`src/hdl/mft_pkg.sv`:
```
// shared types, codes and constants of the manchester frame transceiver
package mft_pkg;

    // command codes carried in the input tuser
    localparam logic [1:0] OP_TICK   = 2'd0;
    localparam logic [1:0] OP_LISTEN = 2'd1;
    localparam logic [1:0] OP_SEND   = 2'd2;
    localparam logic [1:0] OP_STOP   = 2'd3;

    // status codes reported in each result item
    localparam logic [2:0] STAT_IDLE     = 3'd0;
    localparam logic [2:0] STAT_LISTEN   = 3'd1;
    localparam logic [2:0] STAT_READ     = 3'd2;
    localparam logic [2:0] STAT_WRITE    = 3'd3;
    localparam logic [2:0] STAT_RECEIVED = 3'd4;
    localparam logic [2:0] STAT_SENT     = 3'd5;
    localparam logic [2:0] STAT_TIMEOUT  = 3'd6;
    localparam logic [2:0] STAT_PROTOCOL = 3'd7;

    // required tick source
    localparam logic [1:0] RATE_STOPPED = 2'd0;
    localparam logic [1:0] RATE_READ    = 2'd1;
    localparam logic [1:0] RATE_WRITE   = 2'd2;

    localparam logic [9:0]  RUN_SHORT_LIMIT = 10'h00F;
    localparam logic [9:0]  RUN_LONG_LIMIT  = 10'h0FF;
    localparam logic [5:0]  FRAME_LAST_POS  = 6'd33;
    localparam logic [5:0]  FRAME_DATA_TOP  = 6'd32;
    localparam logic [15:0] TIMEOUT_RESET   = 16'd4000;

    typedef enum logic [7:0] {
        MODE_IDLE     = 8'b0000_0001,
        MODE_LISTEN   = 8'b0000_0010,
        MODE_READ     = 8'b0000_0100,
        MODE_WRITE    = 8'b0000_1000,
        MODE_RECEIVED = 8'b0001_0000,
        MODE_SENT     = 8'b0010_0000,
        MODE_TIMEOUT  = 8'b0100_0000,
        MODE_PROTOCOL = 8'b1000_0000
    } mode_t;

    typedef enum logic [2:0] {
        ERR_NONE      = 3'd0,
        ERR_NO_MID    = 3'd1,
        ERR_NO_CHANGE = 3'd2,
        ERR_BAD_STOP  = 3'd3,
        ERR_PARITY    = 3'd4
    } fault_t;

    typedef struct packed {
        mode_t       mode;
        logic [15:0] timeout_count;
        logic [9:0]  run_capture;
        logic        half_phase;
        logic [5:0]  bit_index;
        logic [31:0] shift_word;
        fault_t      fault;
        logic        out_level;
    } xcvr_state_t;

    typedef struct packed {
        logic        line_out;
        logic [2:0]  status;
        logic [2:0]  error_kind;
        logic [31:0] rx_frame;
        logic [1:0]  tick_rate;
    } xcvr_result_t;

endpackage

```
`src/hdl/manchester_frame_transceiver_top.sv`:
```
// top level of the manchester frame transceiver with its stream channels
//
// usage
//   s_ channel: one item per timer tick or command; s_tuser carries the
//     command (tick, listen, send, stop), s_tdata the line sample and the
//     frame to transmit
//   m_ channel: exactly one result item per input item, in order, with the
//     line level, status, error kind, received word and tick rate
//   cfg_wr_en / cfg_wr_data: loads the listen timeout, write only while idle
// path: an input item is taken into the input register, then the state update
//   writes its result into the result register
// throughput: one item per cycle while the result is not stalled; the only loop
//   is the transceiver state register, updated in a single pass per item
// reset: aresetn low clears both pipeline stages, puts the transceiver in
//   idle with the line high, no fault, and the timeout back to 4000
// stall: while m_tready is low the result stays in place; one more item may
//   wait in the input register, after that s_tready drops
module manchester_frame_transceiver_top (
    input  logic        aclk,
    input  logic        aresetn,
    input  logic        cfg_wr_en,
    input  logic [15:0] cfg_wr_data,
    input  logic        s_tvalid,
    output logic        s_tready,
    input  logic [39:0] s_tdata,   // line_in [0], tx_frame [32:1], zero pad
    input  logic [1:0]  s_tuser,   // op [1:0]
    output logic        m_tvalid,
    input  logic        m_tready,
    output logic [47:0] m_tdata    // line_out [0], status [3:1], error_kind [6:4],
                                   // rx_frame [38:7], tick_rate [40:39], zero pad
);
    import mft_pkg::*;

    // input register stage
    logic        in_valid_reg;
    logic [1:0]  in_op_reg;
    logic        in_line_reg;
    logic [31:0] in_frame_reg;

    // result register stage
    logic         out_valid_reg;
    xcvr_result_t out_res_reg;

    // transceiver state and timeout register
    xcvr_state_t  state_reg;
    xcvr_state_t  state_next;
    xcvr_result_t res_next;
    logic [15:0]  timeout_cfg_reg;

    logic advance;

    // the item in the input register moves on when the result slot frees up
    assign advance  = in_valid_reg && (!out_valid_reg || m_tready);
    assign s_tready = !in_valid_reg || advance;

    always_ff @(posedge aclk) begin
        if (!aresetn) begin
            in_valid_reg <= 1'b0;
        end else if (s_tready) begin
            in_valid_reg <= s_tvalid;
        end
    end

    // payload needs no reset
    always_ff @(posedge aclk) begin
        if (s_tready && s_tvalid) begin
            in_op_reg    <= s_tuser;
            in_line_reg  <= s_tdata[0];
            in_frame_reg <= s_tdata[32:1];
        end
    end

    always_ff @(posedge aclk) begin
        if (!aresetn) begin
            timeout_cfg_reg <= TIMEOUT_RESET;
        end else if (cfg_wr_en) begin
            timeout_cfg_reg <= cfg_wr_data;
        end
    end

    mft_step u_step (
        .cur                  (state_reg),
        .op                   (in_op_reg),
        .line_in              (in_line_reg),
        .tx_frame             (in_frame_reg),
        .listen_timeout_ticks (timeout_cfg_reg),
        .nxt                  (state_next),
        .res                  (res_next)
    );

    // state advances once per item, together with the result register
    always_ff @(posedge aclk) begin
        if (!aresetn) begin
            state_reg.mode          <= MODE_IDLE;
            state_reg.timeout_count <= '0;
            state_reg.run_capture   <= '0;
            state_reg.half_phase    <= 1'b0;
            state_reg.bit_index     <= '0;
            state_reg.shift_word    <= '0;
            state_reg.fault         <= ERR_NONE;
            state_reg.out_level     <= 1'b1;
        end else if (advance) begin
            state_reg <= state_next;
        end
    end

    always_ff @(posedge aclk) begin
        if (!aresetn) begin
            out_valid_reg <= 1'b0;
        end else if (advance) begin
            out_valid_reg <= 1'b1;
        end else if (m_tready) begin
            out_valid_reg <= 1'b0;
        end
    end

    always_ff @(posedge aclk) begin
        if (advance) begin
            out_res_reg <= res_next;
        end
    end

    assign m_tvalid = out_valid_reg;
    assign m_tdata  = {7'd0, out_res_reg.tick_rate, out_res_reg.rx_frame,
                       out_res_reg.error_kind, out_res_reg.status,
                       out_res_reg.line_out};

endmodule

```
`src/hdl/mft_step.sv`:
```
// next-state and result logic for one transceiver item
module mft_step (
    input  mft_pkg::xcvr_state_t  cur,
    input  logic [1:0]            op,
    input  logic                  line_in,
    input  logic [31:0]           tx_frame,
    input  logic [15:0]           listen_timeout_ticks,
    output mft_pkg::xcvr_state_t  nxt,
    output mft_pkg::xcvr_result_t res
);
    import mft_pkg::*;

    logic       last_level;
    logic       run_short;
    logic       run_long;
    logic       tx_bit;
    logic [4:0] idx_m1;

    assign last_level = cur.run_capture[0];
    assign run_short  = cur.run_capture > RUN_SHORT_LIMIT;
    assign run_long   = cur.run_capture > RUN_LONG_LIMIT;
    assign idx_m1     = cur.bit_index[4:0] - 5'd1;

    // start and stop bits are ones, data bit n sits at index n+1
    always_comb begin
        if (cur.bit_index == FRAME_LAST_POS || cur.bit_index == 6'd0) begin
            tx_bit = 1'b1;
        end else if (cur.bit_index <= FRAME_DATA_TOP) begin
            tx_bit = cur.shift_word[idx_m1];
        end else begin
            tx_bit = 1'b1;
        end
    end

    always_comb begin
        nxt = cur;
        case (op)
            OP_LISTEN: begin
                nxt.mode          = MODE_LISTEN;
                nxt.timeout_count = listen_timeout_ticks;
                nxt.bit_index     = 6'd0;
                nxt.fault         = ERR_NONE;
            end
            OP_SEND: begin
                nxt.mode       = MODE_WRITE;
                nxt.shift_word = tx_frame;
                nxt.half_phase = 1'b1;
                nxt.bit_index  = FRAME_LAST_POS;
                nxt.fault      = ERR_NONE;
            end
            OP_STOP: begin
                nxt.mode = MODE_IDLE;
            end
            default: begin
                case (cur.mode)
                    MODE_LISTEN: begin
                        if (cur.timeout_count == 16'd0) begin
                            nxt.mode = MODE_TIMEOUT;
                        end else begin
                            if (line_in) begin
                                nxt.shift_word  = '0;
                                nxt.bit_index   = 6'd0;
                                nxt.mode        = MODE_READ;
                                nxt.run_capture = 10'd1;
                                nxt.half_phase  = 1'b1;
                            end
                            nxt.timeout_count = cur.timeout_count - 16'd1;
                        end
                    end
                    MODE_READ: begin
                        if (line_in != last_level) begin
                            if (cur.half_phase && run_short) begin
                                nxt.mode  = MODE_PROTOCOL;
                                nxt.fault = ERR_NO_MID;
                            end else if (cur.half_phase || run_short) begin
                                if (cur.bit_index == FRAME_LAST_POS) begin
                                    if (!last_level) begin
                                        nxt.mode  = MODE_PROTOCOL;
                                        nxt.fault = ERR_BAD_STOP;
                                    end else if (!(^cur.shift_word)) begin
                                        nxt.mode = MODE_RECEIVED;
                                    end else begin
                                        nxt.mode  = MODE_PROTOCOL;
                                        nxt.fault = ERR_PARITY;
                                    end
                                end else begin
                                    nxt.shift_word  = {cur.shift_word[30:0], last_level};
                                    nxt.bit_index   = cur.bit_index + 6'd1;
                                    nxt.half_phase  = 1'b0;
                                    nxt.run_capture = {8'd0, 1'b1, line_in};
                                end
                            end else begin
                                nxt.half_phase  = 1'b1;
                                nxt.run_capture = {8'd0, 1'b1, line_in};
                            end
                        end else if (run_long) begin
                            nxt.mode  = MODE_PROTOCOL;
                            nxt.fault = ERR_NO_CHANGE;
                        end else begin
                            nxt.run_capture = {cur.run_capture[8:0], line_in};
                        end
                    end
                    MODE_WRITE: begin
                        // first half of each bit goes out inverted
                        nxt.out_level = cur.half_phase ? ~tx_bit : tx_bit;
                        if (!cur.half_phase) begin
                            if (cur.bit_index == 6'd0) begin
                                nxt.mode = MODE_SENT;
                            end else begin
                                nxt.bit_index = cur.bit_index - 6'd1;
                            end
                            nxt.half_phase = 1'b1;
                        end else begin
                            nxt.half_phase = 1'b0;
                        end
                    end
                    default: begin
                        nxt = cur;
                    end
                endcase
            end
        endcase
    end

    always_comb begin
        res.line_out   = nxt.out_level;
        res.error_kind = nxt.fault;
        res.rx_frame   = (nxt.mode == MODE_RECEIVED) ? nxt.shift_word : 32'd0;
        case (nxt.mode)
            MODE_IDLE:     res.status = STAT_IDLE;
            MODE_LISTEN:   res.status = STAT_LISTEN;
            MODE_READ:     res.status = STAT_READ;
            MODE_WRITE:    res.status = STAT_WRITE;
            MODE_RECEIVED: res.status = STAT_RECEIVED;
            MODE_SENT:     res.status = STAT_SENT;
            MODE_TIMEOUT:  res.status = STAT_TIMEOUT;
            MODE_PROTOCOL: res.status = STAT_PROTOCOL;
            default:       res.status = STAT_IDLE;
        endcase
        case (nxt.mode)
            MODE_LISTEN, MODE_READ: res.tick_rate = RATE_READ;
            MODE_WRITE:             res.tick_rate = RATE_WRITE;
            default:                res.tick_rate = RATE_STOPPED;
        endcase
    end

endmodule

```
`config.mk`:
```
export PLATFORM = sky130hd
export DESIGN_NAME = manchester_frame_transceiver_top
export DESIGN_NICKNAME = d
export VERILOG_FILES = /design/src/hdl/mft_pkg.sv /design/src/hdl/manchester_frame_transceiver_top.sv /design/src/hdl/mft_step.sv
export SDC_FILE = /design/constraint.sdc
export NUM_CORES = 1
export LEC_CHECK = 0
export BUFFER_PORTS_ARGS = -buffer_cell sky130_fd_sc_hd__buf_2
export CORE_MARGIN = 5
export CORE_UTILIZATION = 24
export CTS_CLUSTER_DIAMETER = 150
export DETAILED_ROUTE_END_ITERATION = 12
export HOLD_SLACK_MARGIN = 0.06
export PLACE_DENSITY_LB_ADDON = 0.2
export SYNTH_ARGS = -nofsm -noshare
export SYNTH_HDL_FRONTEND = slang
export SYNTH_HIERARCHICAL = 1
export SYNTH_SLANG_ARGS = --single-unit
```
`constraint.sdc`:
```
create_clock -name aclk -period 6.8 [get_ports aclk]
set_input_delay 0 -clock aclk [delete_from_list [all_inputs] [get_ports aclk]]
set_output_delay 0 -clock aclk [all_outputs]
set_load 0.01 [all_outputs]
```
==> flow_metrics.tcl, run 1 <==
set metrics [dict create \
    gp_congestion 0.831 \
    hold_slack_ns 0.0865 \
    fin_util_pct 29.0 \
    first_global_vias 7723 \
    hold_viol_final 0 \
    outcome "complete, no violations" \
    yosysTopAreaCell "edfxtp_1" \
    rsz0062_at_grt "false" \
    critPathMaxStageDelay_ns 0.69 \
    period_share_pct 50.8 \
    vias_per_cell 4.71 \
    switching_share_pct 26.3 \
    syn_to_final_growth_pct 19.5 \
    ys_warn_count 6 \
    worst_pin_slew_ns 1.14 \
    crit_slowest_cell "nand4b_4" \
    placeableCoreArea_mm2 0.0409 \
    hold_path.class "in2reg" \
    path_buf_inv 1 \
    seq_power_share_pct 47.1 \
    synth_commonest_cells "nand2_1, mux2i_1, dfxtp_1" \
    finClkSkew_ns 0.0153 \
    pwr-share-clk_pct 40.7 \
    ys_ff_latch 171 \
    max_slew_margin_pct 23.8 \
    grt-busiest-layer "met2" \
    synth-main-ff-cell "dfxtp_1" \
    arrival_ns 3.73 \
    dr.first_iter.drc_count 546 \
    die_x_um 213 \
    place_ws_ns 3.34 \
    overflow 0 \
    grtUsageMet1_pct 17.6 \
    drv_slew 0 \
    placementRows 74 \
    syn_area_mm2 0.00994 \
    htree_levels 4 \
    cts_tree "built" \
    chipHeight_um 213 \
    cp.required_ns 7.07 \
    dieArea_mm2 0.0456 \
    met2_usage_pct 19.8 \
    grt_usage_pct 12.5 \
    synthTopCellsByArea "edfxtp_1, dfxtp_1, mux2i_1" \
    synth_edf_count 76 \
    n_antenna_cell 0 \
    setup_tns_ns 0 \
    worstSetupEndpointType "register" \
    clock-root-buffer "clkbuf_16" \
    post_cts_buffers 0 \
    drc 0 \
    yosys.area.top_type_share_pct 23.0 \
    power.leakage_nw 4.12 \
    io_pins 113 \
    finalNetCount 1197 \
    grt_pass1_wl_um 45000 \
    path_max_fanout 32 \
    switching_power_mw 0.634 \
    synth.most_common_cell "nand2_1" \
    vias 7880 \
    finalSetupViolCount 0 \
    ctsResizeCount 0 \
    grt_max_degree 94 \
    totalWireLength_um 28100 \
    crit_chain "inv_1, ha_1, nor4b_1, a41o_1, nor2_1, o211a_1, nor3_4, nand4b_4, a21oi_2" \
    cts_buffers 17 \
    peakVddDrop_mv 0.177 \
    drive_above_1_share_pct 19.3 \
    grt_use_met3_pct 2.30 \
    cpLargestDelayFamily "simple AND/OR/NAND/NOR gates" \
    ant_nets 0 \
    seq_area_frac_synth_pct 42.1 \
    cts.clk_slew.worst_paths_ns 0.07 \
    insertion_delay_ns 0.45 \
    p_int_mw 1.78 \
    syn_inst 1015 \
    total_power_mw 2.41 \
    regArea_mm2 0.00418 \
    dpl.hpwl_um 18200 \
    period_minus_slack_ns 3.45 \
    portBuffers 98 \
    synthDistinctLibCells 90 \
    power.density_mw_per_mm2 203 \
    async_flop_share_pct 0 \
    multi_input_area_mm2 0.00516 \
    fillers 4366 \
    combPwrFrac_pct 12.2 \
    initial_utilization_pct 24.3 \
    largest_register_ffs 77 \
    start_kind "register" \
    first_pass_iters 5 \
    critPathKind "reg2reg" \
    setup_slack_ns 3.35 \
    synth.avg_cell_area_um2 9.79 \
    cts_buffer_depth 2 \
    post_drt_wl_per_cell_um 16.8 \
    drv_cap 0 \
    cts_sinks 171 \
    antenna_found_initial 0 \
    clock.fmax_mhz 290 \
]
-- routing by layer --
layer | wire length [um] | vias to the layer above
li1 | - | 3880
met1 | 13500 | 3845
met2 | 13200 | 140
met3 | 1040 | 15
met4 | 335 | 0
met5 | 0 | -
-- cells in the final DEF, fill, tap and decap left out, types with 3 or more instances in the layout --
cell,instances
nand2_1,194
mux2i_1,98
buf_2,97
dfxtp_1,95
edfxtp_1,76
dlygate4sd3_1,58
a22oi_1,46
nor2_1,41
o21ai_0,34
a21oi_1,31
o2bb2ai_1,31
xnor2_1,31
nor2b_2,30
inv_1,27
clkbuf_16,17
nor2b_1,16
nand3_1,15
nor3_1,14
buf_4,11
o211ai_1,10
mux4_2,8
conb_1,7
o31ai_1,7
o22ai_1,6
xor2_1,6
a221o_1,6
o21ai_2,6
ha_1,6
nand4_1,5
and3_1,5
o21a_1,4
and2_1,4
a31oi_1,4
inv_6,3
clkinv_1,3
nor4_4,3
nor4b_1,3
nor3_4,3
mux2_2,3
-- through the flow --
step,cell area [um^2],instances
global route,11900,1673
floorplan,9960,1021
CTS,11900,1673
finish,11900,1673
global placement,10700,1583
detailed placement,10700,1583
-- power by group through the flow --
stage                     Clock (mW)  Combinational, mW  Sequential [mW]
final                          0.983              0.293             1.14
after global routing            1.06              0.321             1.14
after CTS                       1.02              0.298             1.14
after detailed placement           0              0.271             1.16
after global placement             0              0.271             1.16
after floorplan                    0              0.198             1.15
-- cell families (layout without fill, tap and decap cells) --
logic type               after synthesis  after routing  synth area share [%]
multiplexers                         109            109                  12.0
AO/OA/AOI/OAI                        214            214                  15.9
other                                  1              7                0.0377
adder cells (fa/ha/maj)                9              9                  1.07
AND/OR/NAND/NOR                      363            363                  19.2
flip-flops                           171            171                  42.1
buffers and inverters                110            230                  6.26
XOR/XNOR                              38             38                  3.43
-- cell type report --
class                   instances  area share [%]
multi-input cells             740            43.5
flip-flops and latches        171            35.2
repair buffers                167            9.85
well taps                     532            5.61
clock buffers                  19            3.65
clock inverters                13            1.18
inverters                      31            1.00
-- path summary, 6_finish.rpt --
check / from / to / slack (ns) / cells after the start
worst max register to register: state_reg[53] / m_tdata[7] / 3.35 / 9
worst min-delay path: aresetn / timeout_cfg_reg[9] / 0.09 / 2
worst min register to register: state_reg[54] / state_reg[54] / 0.47 / 2
worst max-delay path: state_reg[53] / m_tdata[7] / 3.35 / 9
-- timing repair --
| action | in CTS | in global routing |
|---|---|---|
| endpoints found under the hold margin | 55 | 0 |
| hold buffers | 58 | 0 |
| setup endpoints to repair | 0 | 0 |
Power figures use the tool's default switching activity.
==> run 2: changes to the inputs <==
Clock period 6.8 ns to 3.55 ns, I/O delays scaled along.
==> run 2 against run 1 <==
Non-clock buffer count increased by 15; final area grew 1.2%; total power grew 92%; clock skew down 0.0046 ns; critical path depth up 2; critical endpoint is now state_reg[0]; global-route usage up 0.34 points; worst hold slack improved by 0.026 ns; sequential share of layout area is 0.43 points lower; die area did not move; via count up 0.95%; count of clock-buffer cells in the layout is 2 lower; first-iteration DRC count down 1.6%.
==> flow_metrics.tcl, run 2 (synthesized netlist as in run 1, its figures left out) <==
set metrics [dict create \
    dpl_cell_area_mm2 0.0108 \
    cp.required_ns 3.91 \
    initial_utilization_pct 24.3 \
    n_antenna_cell 0 \
    peakVddDrop_mv 0.340 \
    regArea_mm2 0.00418 \
    ant_nets 0 \
    drv_cap 0 \
    reg2reg_to "state_reg[0]" \
    grt_pass1_wl_um 46300 \
    first_global_vias 8004 \
    die_x_um 213 \
    vias_per_cell 4.71 \
    vias 7955 \
    post_drt_wl_per_cell_um 17.1 \
    multi_input_area_mm2 0.00516 \
    switching_share_pct 26.4 \
    fillers 4315 \
    finClkSkew_ns 0.0107 \
    dieArea_mm2 0.0456 \
    grt_max_degree 79 \
    finalSetupViolCount 0 \
    hold_path.class "in2reg" \
    chipHeight_um 213 \
    gp_congestion 0.839 \
    io_pins 113 \
    power.leakage_nw 4.21 \
    r2r_setup_slack_ns 0.36 \
    min_from "cfg_wr_en" \
    drc 0 \
    portBuffers 98 \
    placementRows 74 \
    min_path_cells 3 \
    period_share_pct 90.0 \
    grt_usage_pct 12.8 \
    cts_buffers 17 \
    period_minus_slack_ns 3.19 \
    switching_power_mw 1.22 \
    rsz0062_at_grt "false" \
    arrival_ns 3.55 \
    insertion_delay_ns 0.45 \
    ctsResizeCount 0 \
    path_max_fanout 10 \
    outcome "complete, no violations" \
    reg2regPathDepth 11 \
    cts_buffer_depth 2 \
    crit-reg2reg-launch "state_reg[37]" \
    layout_common_cells "nand2_1, mux2i_1, buf_2" \
    antenna_found_initial 0 \
    seq_power_share_pct 47.0 \
    placeableCoreArea_mm2 0.0409 \
    cts_tree "built" \
    cts.clk_slew.worst_paths_ns 0.07 \
    start_kind "register" \
    overflow 0 \
    totalWireLength_um 28900 \
    cts_sinks 171 \
    clock-root-buffer "clkbuf_16" \
    finish.instance_area_mm2 0.0120 \
    power.density_mw_per_mm2 386 \
    p_int_mw 3.41 \
    drive_above_1_share_pct 20.2 \
    worstSetupEndpointType "register" \
    setup_tns_ns 0 \
    final_common_cell "nand2_1" \
    syn_to_final_growth_pct 20.9 \
    dr.first_iter.drc_count 537 \
    min_to "timeout_cfg_reg[0]" \
    finalNetCount 1212 \
    htree_levels 4 \
    hold_viol_final 0 \
    worst_pin_slew_ns 1.09 \
    dpl.hpwl_um 19100 \
    drv_slew 0 \
    first_pass_iters 6 \
    clock.fmax_mhz 313 \
    max_slew_margin_pct 27.5 \
    largest_register_ffs 77 \
    critPathKind "reg2reg" \
    combPwrFrac_pct 12.4 \
    pwr-share-clk_pct 40.6 \
]
[run 2: cell types whose count changed in the layout (fill, tap and decap cells not counted), sizes merged]
cell	previous run	this run
buf	109	121
dlygate4sd3	58	61
clkbuf	19	17
clkinv	7	9
clkinvlp	1	2
inv	34	33
[run 2: critical path: stages (launching register included)]
cell,delay (ns)
dfxtp_1,0.48
inv_1,0.12
ha_1,0.60
mux4_2,0.57
mux2i_1,0.15
nor2_1,0.06
a21oi_1,0.20
o221ai_1,0.19
xnor2_1,0.23
mux2_2,0.20
inv_1,0.04
o311ai_1,0.25
[run 2: power by group through the flow]
| stage | Clock [mW] | Sequential [mW] | Combinational, mW |
|---|---|---|---|
| 4_1_cts | 1.97 | 2.18 | 0.580 |
| 6_report | 1.88 | 2.18 | 0.572 |
| 5_1_grt | 2.02 | 2.19 | 0.627 |
| 3_5_place_dp | 0 | 2.22 | 0.524 |
| 2_1_floorplan | 0 | 2.21 | 0.380 |
| 3_3_place_gp | 0 | 2.23 | 0.520 |
[run 2: repair_timing]
item,CTS,global route
hold buffers,61,0
endpoints found under the hold margin,55,0
setup buffers,0,0
[run 2: how the worst max path moves through the flow]
stage / from / end / slack, ns
2_1_floorplan: state_reg[36] / m_tdata[0] / 0.04
3_3_place_gp: state_reg[37] / state_reg[0] / 0.39
3_5_place_dp: state_reg[37] / state_reg[0] / 0.38
4_1_cts: state_reg[37] / state_reg[0] / 0.34
5_1_grt: state_reg[37] / state_reg[0] / 0.10
6_report: state_reg[37] / state_reg[0] / 0.36
[run 2: through the flow]
step	hold WS, ns	setup slack (ns)	utilization, %	power, mW	cells
CTS	0.0859	0.345	29.4	4.73	1688
floorplan	0.0989	0.0364	-	2.59	1021
global placement	0.178	0.387	26.5	2.75	1595
global route	0.118	0.104	29.4	4.84	1688
finish	0.113	0.356	29.4	4.63	1688
detailed placement	0.179	0.378	26.5	2.75	1595
[run 2: area by class of cell]
type,count,area share (%)
well taps,532,5.54
flip-flops and latches,171,34.8
clock buffers,17,3.54
clock inverters,15,1.24
inverters,31,0.989
multi-input cells,740,42.9
repair buffers,182,10.9
[run 2: per-layer routing]
layer  track usage [%]  wire, um  vias up
met3              2.12       870       23
met5                 0         0        -
li1                  -         -     3901
met4              4.12       468        0
met1              18.0     14200     3902
met2              20.3     13300      129
==> run 3: changes to the inputs <==
Settings changed: PLACE_DENSITY_LB_ADDON 0.2 to 0.15.
==> run 3 against run 2 <==
Global-route usage decreased by 0.11 points; register-to-register slack better by 0.07 ns; worst setup slack gained 0.065 ns; largest power group unchanged.
==> flow_metrics.tcl, run 3 (synthesized netlist as in run 1, its figures left out) <==
set metrics [dict create \
    outcome "complete, no violations" \
    final_common_cell "nand2_1" \
    dr.first_iter.drc_count 388 \
    critPathKind "reg2reg" \
    portBuffers 98 \
    drc 0 \
    cts_sinks 171 \
    fin_util_pct 29.3 \
    pwr-share-clk_pct 40.6 \
    critPathMaxStageDelay_ns 0.44 \
    ctsResizeCount 0 \
    dieArea_mm2 0.0456 \
    switching_power_mw 1.20 \
    dpl.hpwl_um 19000 \
    combPwrFrac_pct 12.3 \
    peakVddDrop_mv 0.316 \
    period_share_pct 88.1 \
    hold_slack_ns 0.0641 \
    drv_cap 0 \
    clock.fmax_mhz 320 \
    cts_tree "built" \
    overflow 0 \
    totalWireLength_um 28800 \
    largest_register_ffs 77 \
    layout_common_cells "nand2_1, mux2i_1, buf_2" \
    n_antenna_cell 0 \
    dpl_cell_area_mm2 0.0108 \
    finish.instance_area_mm2 0.0120 \
    antenna_found_initial 0 \
    worstSetupEndpointType "register" \
    chipHeight_um 213 \
    placementRows 74 \
    cts_buffers 17 \
    arrival_ns 3.42 \
    post_drt_wl_per_cell_um 17.1 \
    post_cts_buffers 0 \
    rsz0062_at_grt "false" \
    ant_nets 0 \
    drv_slew 0 \
    grt_usage_pct 12.7 \
    first_global_vias 7951 \
    cts.clk_slew.worst_paths_ns 0.07 \
    hold_viol_final 0 \
    switching_share_pct 26.1 \
    grt_max_degree 98 \
    cts_buffer_depth 2 \
    power.leakage_nw 4.19 \
    path_max_fanout 21 \
    io_pins 113 \
    start_kind "register" \
    finClkSkew_ns 0.0132 \
    hold_path.class "in2reg" \
    die_x_um 213 \
    total_power_mw 4.62 \
    clock-root-buffer "clkbuf_16" \
    max_slew_margin_pct 31.9 \
    drive_above_1_share_pct 20.3 \
    fillers 4327 \
    vias 7929 \
    finalNetCount 1209 \
    vias_per_cell 4.71 \
    gp_congestion 0.829 \
    p_int_mw 3.42 \
    grt_pass1_wl_um 45800 \
    placeableCoreArea_mm2 0.0409 \
    power.density_mw_per_mm2 385 \
    period_minus_slack_ns 3.13 \
    initial_utilization_pct 24.3 \
    first_pass_iters 4 \
    crit_slowest_cell "nor4b_1" \
    seq_power_share_pct 47.2 \
    setup_tns_ns 0 \
    insertion_delay_ns 0.44 \
    htree_levels 4 \
    syn_to_final_growth_pct 20.6 \
    crit_chain "inv_1, ha_1, nor4b_1, a41o_1, nor2_1, o211a_1, nor3_4, nand4b_4, buf_4, nor2b_1" \
    cp.required_ns 3.85 \
    finalSetupViolCount 0 \
    worst_pin_slew_ns 1.02 \
]
## run 3: changes by cell type in the layout (fill, tap and decap cells not counted), sizes merged
cell,before,now
clkinv,9,6
clkbuf,17,24
dlygate4sd3,61,57
clkinvlp,2,0
bufinv,2,1
inv,33,32
buf,121,122
## run 3: layout make-up
type | instances | area (um^2) | share of cell area (%)
Tap cell | 532 | 666 | 5.55
Multi-Input combinational cell | 740 | 5160 | 43.1
Sequential cell | 171 | 4180 | 34.9
Timing Repair Buffer | 179 | 1280 | 10.7
Inverter | 31 | 119 | 0.992
Clock buffer | 24 | 492 | 4.10
Clock inverter | 8 | 83.8 | 0.699
## run 3: timing repair
item,in CTS,in global routing
setup endpoints to repair,0,0
endpoints found under the hold margin,55,0
hold buffers,57,0
## run 3: metal layers
metal | vias to the layer above | part of all wire, % | global-route usage [%]
met5 | - | 0 | 0
met4 | 0 | 1.8 | 3.86
met3 | 29 | 3.1 | 2.24
met2 | 123 | 46 | 20.3
met1 | 3876 | 49 | 17.7
li1 | 3901 | - | -
## run 3: final timing paths
check,from,endpoint,slack [ns],cells after the start
setup / recovery,state_reg[53],m_tdata[8],0.42,10
hold / removal,aresetn,timeout_cfg_reg[9],0.06,2
setup reg to reg,state_reg[53],m_tdata[8],0.42,10
hold reg to reg,state_reg[54],state_reg[54],0.46,2
## run 3: worst max-delay path, delay by kind of cell, from the launching register on
kind                       cells  cell delay [ns]
adders and majority gates      1             0.26
AOI/OAI and AO/OA              2             0.67
DFF                            1             0.33
and+or+nand+nor                5             1.25
buffers and inverters          2             0.45
## run 3: stage by stage
step                setup WS [ns]  cells
finish                      0.421   1685
global route                0.234   1685
CTS                         0.455   1685
detailed placement          0.504   1596
global placement            0.529   1596
floorplan                  0.0364   1021
## run 3: power groups by stage
stage	clock network, mW	logic, mW	registers [mW]
2_1_floorplan	0	0.380	2.21
4_1_cts	1.95	0.578	2.18
5_1_grt	2.01	0.623	2.19
6_report	1.87	0.568	2.18
3_5_place_dp	0	0.528	2.22
3_3_place_gp	0	0.524	2.22
